$ cat config.mk
export PLATFORM = sky130hd
export DESIGN_NAME = k_sorted_stream_sorter_core_flat
export DESIGN_NICKNAME = d
export VERILOG_FILES = /design/src/rtl/core/kss_pkg.sv /design/src/rtl/core/kss_channels.sv /design/src/rtl/core/kss_datapath.sv /design/src/rtl/core/kss_controller.sv /design/src/rtl/core/k_sorted_stream_sorter_core.sv /design/src/flat_wrapper.sv
export SDC_FILE = /design/constraint.sdc
export NUM_CORES = 2
export LEC_CHECK = 0
export BUFFER_PORTS_ARGS = -buffer_cell sky130_fd_sc_hd__buf_2
export CAP_MARGIN = 30
export CORE_UTILIZATION = 40
export CTS_CLUSTER_DIAMETER = 200
export DETAILED_ROUTE_END_ITERATION = 7
export HOLD_SLACK_MARGIN = 0.08
export PLACE_DENSITY = 0.55
export SYNTH_ARGS = -nofsm -noshare
export SYNTH_HDL_FRONTEND = slang
export SYNTH_SLANG_ARGS = --single-unit
$ cat constraint.sdc
create_clock -name clock -period 6.05 [get_ports clock]
set_input_delay 0.605 -clock clock [delete_from_list [all_inputs] [get_ports clock]]
set_output_delay 0.605 -clock clock [all_outputs]
set_load 0.05 [all_outputs]
$ cat src/rtl/core/kss_pkg.sv
// ----------------------------------------------------------------------------
// kss_pkg
// Shared widths, defaults and controller/datapath command and status types
// for the k-sorted stream sorter.
// ----------------------------------------------------------------------------
package kss_pkg;

   localparam int VALUE_W            = 32;
   localparam int WINDOW_W           = 4;
   localparam int DEFAULT_MAX_WINDOW = 15;

   typedef struct packed {
      logic capture;
      logic pop;
      logic final_flag;
      logic insert;
   } kss_cmd_type;

   typedef struct packed {
      logic at_capacity;
      logic single_left;
      logic out_free;
   } kss_status_type;

endpackage

$ cat src/rtl/core/kss_channels.sv
// ----------------------------------------------------------------------------
// kss_channels
// Valid/ready channel interfaces for requests, results and the window
// register write port.
// ----------------------------------------------------------------------------
interface kss_req_if;
   logic                              valid;
   logic                              ready;
   logic signed [kss_pkg::VALUE_W-1:0] value;
   logic                              final_item;

   modport source (output valid, output value, output final_item, input ready);
   modport sink   (input valid, input value, input final_item, output ready);
endinterface

interface kss_rsp_if;
   logic                              valid;
   logic                              ready;
   logic signed [kss_pkg::VALUE_W-1:0] sorted_value;
   logic                              final_result;

   modport source (output valid, output sorted_value, output final_result, input ready);
   modport sink   (input valid, input sorted_value, input final_result, output ready);
endinterface

interface kss_csr_if;
   logic                         valid;
   logic                         ready;
   logic [kss_pkg::WINDOW_W-1:0] window;

   modport source (output valid, output window, input ready);
   modport sink   (input valid, input window, output ready);
endinterface

$ cat src/rtl/core/kss_datapath.sv
// ----------------------------------------------------------------------------
// kss_datapath
// Sorted register chain with parallel insert and shift-down pop, the window
// register and the result output register.
// ----------------------------------------------------------------------------
module kss_datapath #(
   parameter int MAX_WINDOW = kss_pkg::DEFAULT_MAX_WINDOW
) (
   input  logic                               clock,
   input  logic                               reset,
   input  kss_pkg::kss_cmd_type               cmd,
   output kss_pkg::kss_status_type            status,
   input  logic signed [kss_pkg::VALUE_W-1:0] in_value,
   input  logic                               csr_valid,
   input  logic [kss_pkg::WINDOW_W-1:0]       csr_window,
   output logic                               rsp_valid,
   input  logic                               rsp_ready,
   output logic signed [kss_pkg::VALUE_W-1:0] rsp_sorted_value,
   output logic                               rsp_final_result
);
   import kss_pkg::*;

   localparam int DEPTH = MAX_WINDOW + 1;
   localparam int CW    = $clog2(DEPTH + 1);
   localparam int KW    = (CW > WINDOW_W) ? CW : WINDOW_W;

   logic signed [VALUE_W-1:0] entry_ff [DEPTH];
   logic signed [VALUE_W-1:0] entry_in [DEPTH];
   logic [CW-1:0]             count_ff, count_in;
   logic [WINDOW_W-1:0]       window_ff;
   logic signed [VALUE_W-1:0] hold_ff;
   logic signed [VALUE_W-1:0] out_value_ff;
   logic                      out_final_ff;
   logic                      out_valid_ff, out_valid_in;
   logic [DEPTH-1:0]          greater;
   logic [KW-1:0]             win_ext, max_ext, limit;

   always_comb begin
      win_ext = KW'(window_ff);
      max_ext = KW'(MAX_WINDOW);
      limit   = (win_ext > max_ext) ? max_ext : win_ext;
   end

   always_comb begin
      status.at_capacity = KW'(count_ff) > limit;
      status.single_left = count_ff == CW'(1);
      status.out_free    = !out_valid_ff || rsp_ready;
   end

   always_comb begin
      for (int i = 0; i < DEPTH; i++) begin
         greater[i] = (CW'(i) < count_ff) && (entry_ff[i] > hold_ff);
      end
   end

   always_comb begin
      logic shift;
      logic place;
      shift    = 1'b0;
      place    = 1'b0;
      count_in = count_ff;
      for (int i = 0; i < DEPTH; i++) begin
         entry_in[i] = entry_ff[i];
      end
      if (cmd.pop) begin
         for (int i = 0; i < DEPTH - 1; i++) begin
            entry_in[i] = entry_ff[i + 1];
         end
         count_in = count_ff - CW'(1);
      end else if (cmd.insert) begin
         for (int i = 0; i < DEPTH; i++) begin
            shift = 1'b0;
            if (i > 0) begin
               shift = (CW'(i) <= count_ff) && greater[i - 1];
            end
            place = (CW'(i) <= count_ff) && !shift && (greater[i] || CW'(i) == count_ff);
            if (shift) begin
               entry_in[i] = entry_ff[(i > 0) ? i - 1 : 0];
            end else if (place) begin
               entry_in[i] = hold_ff;
            end
         end
         count_in = count_ff + CW'(1);
      end
   end

   always_comb begin
      priority if (cmd.pop) begin
         out_valid_in = 1'b1;
      end else if (rsp_ready) begin
         out_valid_in = 1'b0;
      end else begin
         out_valid_in = out_valid_ff;
      end
   end

   always_ff @(posedge clock) begin
      if (reset) begin
         count_ff     <= '0;
         window_ff    <= '0;
         out_valid_ff <= 1'b0;
      end else begin
         count_ff     <= count_in;
         out_valid_ff <= out_valid_in;
         if (csr_valid) begin
            window_ff <= csr_window;
         end
      end
   end

   always_ff @(posedge clock) begin
      for (int i = 0; i < DEPTH; i++) begin
         entry_ff[i] <= entry_in[i];
      end
      if (cmd.capture) begin
         hold_ff <= in_value;
      end
      if (cmd.pop) begin
         out_value_ff <= entry_ff[0];
         out_final_ff <= cmd.final_flag;
      end
   end

   assign rsp_valid        = out_valid_ff;
   assign rsp_sorted_value = out_value_ff;
   assign rsp_final_result = out_final_ff;

endmodule

$ cat src/rtl/core/kss_controller.sv
// ----------------------------------------------------------------------------
// kss_controller
// Sequences each request: optional pop of the minimum at acceptance, the
// sorted insert, and the drain after a request marked final.
// ----------------------------------------------------------------------------
module kss_controller (
   input  logic                    clock,
   input  logic                    reset,
   input  logic                    req_valid,
   input  logic                    req_final_item,
   output logic                    req_ready,
   input  kss_pkg::kss_status_type status,
   output kss_pkg::kss_cmd_type    cmd
);
   import kss_pkg::*;

   typedef enum logic [2:0] {
      ST_IDLE   = 3'b001,
      ST_INSERT = 3'b010,
      ST_DRAIN  = 3'b100
   } state_type;

   state_type state_ff, state_in;
   logic      last_ff, last_in;
   logic      accept;

   always_comb begin
      req_ready = (state_ff == ST_IDLE) && status.out_free;
      accept    = req_valid && req_ready;
   end

   always_comb begin
      state_in       = state_ff;
      last_in        = last_ff;
      cmd            = '0;
      unique case (state_ff)
         ST_IDLE: begin
            if (accept) begin
               cmd.capture = 1'b1;
               cmd.pop     = status.at_capacity;
               last_in     = req_final_item;
               state_in    = ST_INSERT;
            end
         end
         ST_INSERT: begin
            cmd.insert = 1'b1;
            state_in   = last_ff ? ST_DRAIN : ST_IDLE;
         end
         ST_DRAIN: begin
            if (status.out_free) begin
               cmd.pop        = 1'b1;
               cmd.final_flag = status.single_left;
               if (status.single_left) begin
                  state_in = ST_IDLE;
               end
            end
         end
         default: begin
            state_in = ST_IDLE;
         end
      endcase
   end

   always_ff @(posedge clock) begin
      if (reset) begin
         state_ff <= ST_IDLE;
         last_ff  <= 1'b0;
      end else begin
         state_ff <= state_in;
         last_ff  <= last_in;
      end
   end

endmodule

$ cat src/rtl/core/k_sorted_stream_sorter_core.sv
// ----------------------------------------------------------------------------
// k_sorted_stream_sorter_core
// Sorts a stream whose values lie at most window places from their sorted
// position, keeping up to min(window, MAX_WINDOW) + 1 values in order.
// ----------------------------------------------------------------------------
// A request is accepted in the idle state, emitting the least held value when
// the store is full; then the insert state does the parallel sorted insert in
// the register chain. A request is not accepted while an earlier result still
// waits to be taken. A request marked final is followed by a drain that
// emits every held value in ascending order, one per cycle while results are
// taken, the last marked final_result. The window register may be written
// whenever the block is idle and takes effect on the next request.
module k_sorted_stream_sorter_core #(
   parameter int MAX_WINDOW = kss_pkg::DEFAULT_MAX_WINDOW
) (
   input logic        clock,
   input logic        reset,
   kss_req_if.sink    req_chan,
   kss_rsp_if.source  rsp_chan,
   kss_csr_if.sink    csr_chan
);
   import kss_pkg::*;

   kss_cmd_type    cmd;
   kss_status_type status;

   assign csr_chan.ready = 1'b1;

   kss_controller u_ctrl (
      .clock          (clock),
      .reset          (reset),
      .req_valid      (req_chan.valid),
      .req_final_item (req_chan.final_item),
      .req_ready      (req_chan.ready),
      .status         (status),
      .cmd            (cmd)
   );

   kss_datapath #(
      .MAX_WINDOW (MAX_WINDOW)
   ) u_dp (
      .clock            (clock),
      .reset            (reset),
      .cmd              (cmd),
      .status           (status),
      .in_value         (req_chan.value),
      .csr_valid        (csr_chan.valid),
      .csr_window       (csr_chan.window),
      .rsp_valid        (rsp_chan.valid),
      .rsp_ready        (rsp_chan.ready),
      .rsp_sorted_value (rsp_chan.sorted_value),
      .rsp_final_result (rsp_chan.final_result)
   );

`ifndef ASSERT_OFF
   a_pop_needs_free_slot : assert property (@(posedge clock) disable iff (reset)
      cmd.pop |-> status.out_free)
      else $error("Result register overwritten while a result was pending.");

   a_pop_insert_exclusive : assert property (@(posedge clock) disable iff (reset)
      !(cmd.pop && cmd.insert))
      else $error("Pop and insert issued in the same cycle.");

   a_final_on_last_entry : assert property (@(posedge clock) disable iff (reset)
      (cmd.pop && cmd.final_flag) |-> status.single_left)
      else $error("Final result marked while entries remain.");
`endif

endmodule
$ cat src/flat_wrapper.sv
// flat-port wrapper written by rule: the top's interface ports become plain ports
module k_sorted_stream_sorter_core_flat import kss_pkg::*;
#(
   parameter int MAX_WINDOW = kss_pkg::DEFAULT_MAX_WINDOW
)
  (clock, reset, req_chan_valid, req_chan_value, req_chan_final_item, req_chan_ready, rsp_chan_valid, rsp_chan_sorted_value, rsp_chan_final_result, rsp_chan_ready, csr_chan_valid, csr_chan_window, csr_chan_ready);
  kss_req_if req_chan_i ();
  kss_rsp_if rsp_chan_i ();
  kss_csr_if csr_chan_i ();
  input logic clock;
  input logic reset;
  input wire logic [$bits(req_chan_i.valid)-1:0] req_chan_valid;
  input wire logic [$bits(req_chan_i.value)-1:0] req_chan_value;
  input wire logic [$bits(req_chan_i.final_item)-1:0] req_chan_final_item;
  output wire logic [$bits(req_chan_i.ready)-1:0] req_chan_ready;
  output wire logic [$bits(rsp_chan_i.valid)-1:0] rsp_chan_valid;
  output wire logic [$bits(rsp_chan_i.sorted_value)-1:0] rsp_chan_sorted_value;
  output wire logic [$bits(rsp_chan_i.final_result)-1:0] rsp_chan_final_result;
  input wire logic [$bits(rsp_chan_i.ready)-1:0] rsp_chan_ready;
  input wire logic [$bits(csr_chan_i.valid)-1:0] csr_chan_valid;
  input wire logic [$bits(csr_chan_i.window)-1:0] csr_chan_window;
  output wire logic [$bits(csr_chan_i.ready)-1:0] csr_chan_ready;
  assign req_chan_i.valid = req_chan_valid;
  assign req_chan_i.value = req_chan_value;
  assign req_chan_i.final_item = req_chan_final_item;
  assign req_chan_ready = req_chan_i.ready;
  assign rsp_chan_valid = rsp_chan_i.valid;
  assign rsp_chan_sorted_value = rsp_chan_i.sorted_value;
  assign rsp_chan_final_result = rsp_chan_i.final_result;
  assign rsp_chan_i.ready = rsp_chan_ready;
  assign csr_chan_i.valid = csr_chan_valid;
  assign csr_chan_i.window = csr_chan_window;
  assign csr_chan_ready = csr_chan_i.ready;
  k_sorted_stream_sorter_core #(.MAX_WINDOW(MAX_WINDOW)) u_core (.clock(clock), .reset(reset), .req_chan(req_chan_i), .rsp_chan(rsp_chan_i), .csr_chan(csr_chan_i));
endmodule
**Word level (Yosys, flattened, before mapping)**

Memory sizes are Yosys's and may differ from the RTL's.
Cells that the tools add are included.

- Add/subtract/negate cells: 2
- Magnitude comparators: 49
- Eq/ne operators: 22
- Multiplexer cells: 78
- Reduce and logical (&&, ||, !) cells: 103

Operators with widths:

| operator | number |
|---|---|
| $mux 32 | 32 |
| $gt 32x32->1 | 16 |
| $mux 512 | 1 |
| $mux 480 | 1 |
| $logic_and 1x1->1 | 64 |
| $eq 4x5->1 const A | 8 |
| $le 4x5->1 const A | 8 |
| $lt 4x5->1 const A | 8 |
| $mux 1 | 34 |
| $eq 3x5->1 const A | 4 |
| $le 3x5->1 const A | 4 |
| $lt 3x5->1 const A | 4 |
| $logic_or 1x1->1 | 17 |
| $logic_not 1->1 | 16 |
| $mux 3 | 4 |
| $eq 2x5->1 const A | 2 |
| $le 1x5->1 const A | 2 |
| $le 2x5->1 const A | 2 |
| $lt 1x5->1 const A | 2 |
| $lt 2x5->1 const A | 2 |
| $mux 5 | 2 |
| $pmux 3 s3 | 1 |
| $ne 2x2->1 const B | 3 |
| $add 5x1->5 const B | 1 |
| 13 further kinds | 16 |

- Register bits after elaboration: 79
- Memory bits (writable): 512
- Bits of input ports: 42
- Output and inout bits: 36
- Word-level logic and storage cells: 263
- Memories kept: 1

Memory list:

| name | words | width | rd ports | clocked after Yosys merged registers in | write ports | line | RTL |
|---|---|---|---|---|---|---|---|
| u_core.u_dp.entry_ff | 16 | 32 | 16 | 0 | 16 | kss_datapath.sv:27 | `logic signed [VALUE_W-1:0] entry_ff [DEPTH];` |

**Longest topological paths before layout**

- Depth in word-level cells: 14
- Depth in mapped cells: 14
- Gate-level depth less buffers: 11

**Cells and area by module**

From an unflattened synthesis, not the netlist that was laid out.

- Cells, all modules: 3831
- Area, all modules: 39621.8 µm²

Modules (own cells, without submodules):

| module | times used | cells each | area each (µm²) | sequential area each (µm²) |
|---|---|---|---|---|
| kss_datapath | 1 | 3802 | 39372.8 | 17526.8 |
| kss_controller | 1 | 27 | 237.7 | 80.1 |
| k_sorted_stream_sorter_core | 1 | 2 | 11.3 | 0.0 |

**Worst setup path before layout**

No wires, ideal clock.

- Path kind: flip-flop to flip-flop
- Start point: register, netlist name u_core.u_dp.hold_ff[14]
- End point: memory u_core.u_dp.entry_ff[3][4], in the netlist u_core.u_dp.entry_ff[0][100] (enable)
- Library setup time: 0.470 ns
- Arrival: 5.080 ns
- Data required time: 5.580 ns
- Setup slack: 0.500 ns
- Stages on the path, launching flop included: 13
- Buffers on the path: 2
- Clock period less this slack: 5.550 ns
- Cell sequence: edfxtp_1 -> clkbuf_1 -> inv_1 -> ha_1 -> a21oi_1 -> nand2_1 -> a21o_1 -> o41a_1 -> or3_1 -> a21boi_1 -> buf_2 -> nor2_1 -> o31ai_1

RTL lines:

| element | line |
|---|---|
| end: declaration | kss_datapath.sv:27 |

==> flow_metrics.tcl <==
set metrics [dict create \
    status "finished clean" \
    worstSetupEndpointType "flop" \
    cp-endpoint "u_core.u_dp.entry_ff[1][29]" \
    synth_most_common_cell "nand2_1" \
    yosys.area.top_type "edfxtp_1" \
    crit_chain "inv_1, ha_1, nand4_1, nor4_1, a21boi_0, o32a_1, mux2i_1, a311oi_4, nor2_1, a31oi_4, buf_4" \
    yosysSeqAreaShare 0.4468 \
    fin_hold_ws_ns 0.1539 \
    r2r_end "u_core.u_dp.entry_ff[1][29]" \
    wl_per_cell_um 25.01 \
    cp.buffers_inverters 2 \
    drt-initial-drc-count 3511 \
    irDropWorstVdd_v 0.0004799 \
    antenna_found_initial 0 \
    cts_sinks 591 \
    num-nets-final 4405 \
    synthesis.area_um2 39410 \
    synth.distinct_cells 72 \
    die_area_um2 99780 \
    drt-vias-per-instance 6.094 \
    synth.avg_cell_area_um2 10.25 \
    multi_input_comb_area_um2 20670 \
    post-route-min-period_ns 5.011 \
    async_reset_ff_frac 0 \
    critPathRequiredTime_ns 6.35 \
    die_x_um 315.9 \
    routabilityCongestion 0.9039 \
    start_util 0.4057 \
    insertion_delay_ns 0.63 \
    post-cts-setup-buffers 0 \
    syn_nets 4407 \
    crit_arrival_ns 5.31 \
    synth_edf_count 577 \
    slew_headroom 0.2455 \
    area_growth_pct 11.22 \
    cts_tree "yes" \
    start_kind "flop" \
    syn_inst 3844 \
    r2r_start "u_core.u_dp.hold_ff[10]" \
    drive_gt1_frac 0.08746 \
    drv_cap 0 \
    first_global_vias 30698 \
    ant_nets 0 \
    timing.final.crit_share 0.8283 \
    max_stage_delay_ns 0.95 \
    crit_fanout 17 \
    vias 31538 \
    io_buffers 76 \
    clk_pin_slew_ns 0.06 \
    max_slew.worst_pin.slew_ns 1.121 \
    cts_buffers 73 \
    wl_met2_mm 54.41 \
    cp-startpoint "u_core.u_dp.hold_ff[10]" \
    synth_area_leaders "edfxtp_1 (44%), ha_1 (17%), o211ai_1 (5.7%)" \
    dp_hpwl_mm 94.61 \
    leakage_nw 16.84 \
    htree_levels 3 \
    drt_pre_antenna_iters 6 \
    grt_start_max_net_pins 183 \
    synth_common_cells "nand2_1 (585), edfxtp_1 (577), ha_1 (521), nand3_1 (335), o211ai_1 (300)" \
    wirelength_mm 129.4 \
    finalSetupTns_ns 0 \
    track_usage 0.2576 \
    worstSetupPathType "reg -> reg" \
    drt-met1-wl_mm 61.22 \
    max_freq_ghz 0.1996 \
    fp.dieH_um 315.9 \
    path_delay_family "compound AO/OA/AOI/OAI gates" \
    regArea_um2 17610 \
    ctsHoldBuffers 0 \
    skew_ns 0.03249 \
    hold_class "in -> reg" \
    top_layer "met4" \
    finalHoldViolations 0 \
    reg2reg_depth 11 \
    ys_seq_elements 591 \
    cts_root_buf "clkbuf_16" \
    setup_viol 0 \
    reg2reg_setup_slack_ns 1.04 \
    rsz0062_at_grt "false" \
    cp_num_cells 11 \
    synth_ff_type "edfxtp_1" \
    cts_buffer_depth 3 \
    num_io_pins 78 \
    overflow 0 \
    placeableCoreArea_um2 97140 \
    ys_warn_count 0 \
    drc 0 \
    synth_top_area_share 0.4397 \
    rows 114 \
    grt_pass1_wl_mm 194.7 \
    n_antenna_cell 0 \
    slew_violations 0 \
    slowest_stage "nor4_1" \
    met3WireLength_mm 9.887 \
    fill_cells 9082 \
    cellPowerDensity_nw_per_um2 414.8 \
    post_cts_resize_count 0 \
]
==> power by group <==
| group | switching (mW) | leakage (nW) | internal [mW] |
|---|---|---|---|
| Combinational | 4.85 | 10.2 | 2.28 |
| Clock | 1.83 | 1.14 | 2.57 |
| Sequential | 0.779 | 5.49 | 5.87 |
| Total | 7.46 | 16.8 | 10.7 |
==> sequential cells by signal, indices dropped and copies added, names as in the netlist <==
register	count
u_core.u_dp.rsp_final_result	1
u_core.u_ctrl.last_ff	1
u_core.u_dp.window_ff	4
u_core.u_dp.count_ff	5
u_core.u_dp.entry_ff	512
u_core.u_dp.hold_ff	32
u_core.u_ctrl.state_ff	3
u_core.u_dp.rsp_sorted_value	32
u_core.u_dp.rsp_valid	1
==> worst reg2reg max path, delay by kind of cell (launching register included) <==
family,cells,cell delay (ns)
AO/OA/AOI/OAI,4,1.38
adder cells (fa/ha/maj),1,0.45
buffers and inverters,2,0.84
flip-flops,1,0.66
multiplexers,1,0.13
AND/OR/NAND/NOR,3,1.22
==> cell usage in the layout, fill, tap and decap left out, types with 7 or more instances in the layout <==
master | Yosys | routed
nand2_1 | 585 | 585
edfxtp_1 | 577 | 577
ha_1 | 521 | 521
nand3_1 | 335 | 335
o211ai_1 | 300 | 300
a21oi_1 | 224 | 221
o21ai_0 | 215 | 211
mux2i_1 | 137 | 137
nand4_1 | 127 | 127
inv_1 | 103 | 101
buf_4 | 12 | 78
clkbuf_16 | 0 | 77
buf_2 | 65 | 77
nor2_1 | 63 | 61
a21o_1 | 57 | 57
mux2_2 | 32 | 32
o311ai_0 | 31 | 31
nor2b_1 | 27 | 27
nor3_1 | 21 | 18
clkinv_1 | 0 | 18
nor4_1 | 16 | 16
o21ai_1 | 15 | 15
and4_1 | 15 | 15
dfxtp_1 | 14 | 14
clkinv_2 | 0 | 13
nand2b_1 | 12 | 12
clkbuf_1 | 138 | 12
a31oi_1 | 16 | 11
o221ai_1 | 11 | 11
a211oi_1 | 10 | 10
buf_12 | 0 | 10
a221oi_1 | 9 | 9
o22ai_1 | 9 | 9
or3_1 | 10 | 8
o21a_1 | 7 | 7
a21boi_0 | 7 | 7
==> stage by stage <==
stage	util	cells	instance area [um^2]	power, mW	setup WS [ns]
2_1_floorplan	-	3844	39410	11.28	0.5001
3_3_place_gp	0.4265	5038	41430	13.62	1.199
3_5_place_dp	0.4272	5043	41500	13.75	1.167
4_1_cts	0.4512	5175	43830	18.19	1.141
5_1_grt	0.4512	5175	43830	19.21	0.8988
6_report	0.4512	5175	43830	18.18	1.039
==> kinds of logic after synthesis <==
group	share of synthesized area
AND/OR/NAND/NOR	0.1463
AO/OA/AOI/OAI	0.1579
flip-flops	0.4468
adder cells (fa/ha/maj)	0.1654
buffers and inverters	0.03702
multiplexers	0.04521
XOR/XNOR	0.001334
other	0.00009516
==> how the worst min path moves through the flow <==
stage | from | end | slack, ns | cells past startpoint
finish | req_chan_value[24] | u_core.u_dp.hold_ff[24] | 0.15 | 1
global route | req_chan_value[29] | u_core.u_dp.hold_ff[29] | 0.14 | 1
detailed placement | u_core.u_ctrl.last_ff | u_core.u_ctrl.last_ff | 0.45 | 2
global placement | u_core.u_ctrl.last_ff | u_core.u_ctrl.last_ff | 0.45 | 2
CTS | req_chan_value[24] | u_core.u_dp.hold_ff[24] | 0.12 | 1
floorplan | u_core.u_ctrl.last_ff | u_core.u_ctrl.last_ff | 0.43 | 2
==> per-layer routing <==
metal,vias up,track usage
met5,-,0
met4,0,0.08608
met3,169,0.03798
met2,1259,0.3754
met1,15254,0.3870
li1,14856,-
==> area by class of cell <==
cell class	count	area share
Multi-Input combinational cell	2904	0.4715
Tap cell	1276	0.03642
Clock buffer	89	0.04499
Sequential cell	591	0.4017
Clock inverter	43	0.008278
Timing Repair Buffer	169	0.02815
Inverter	103	0.008992
(Power assumes the default switching activity.)
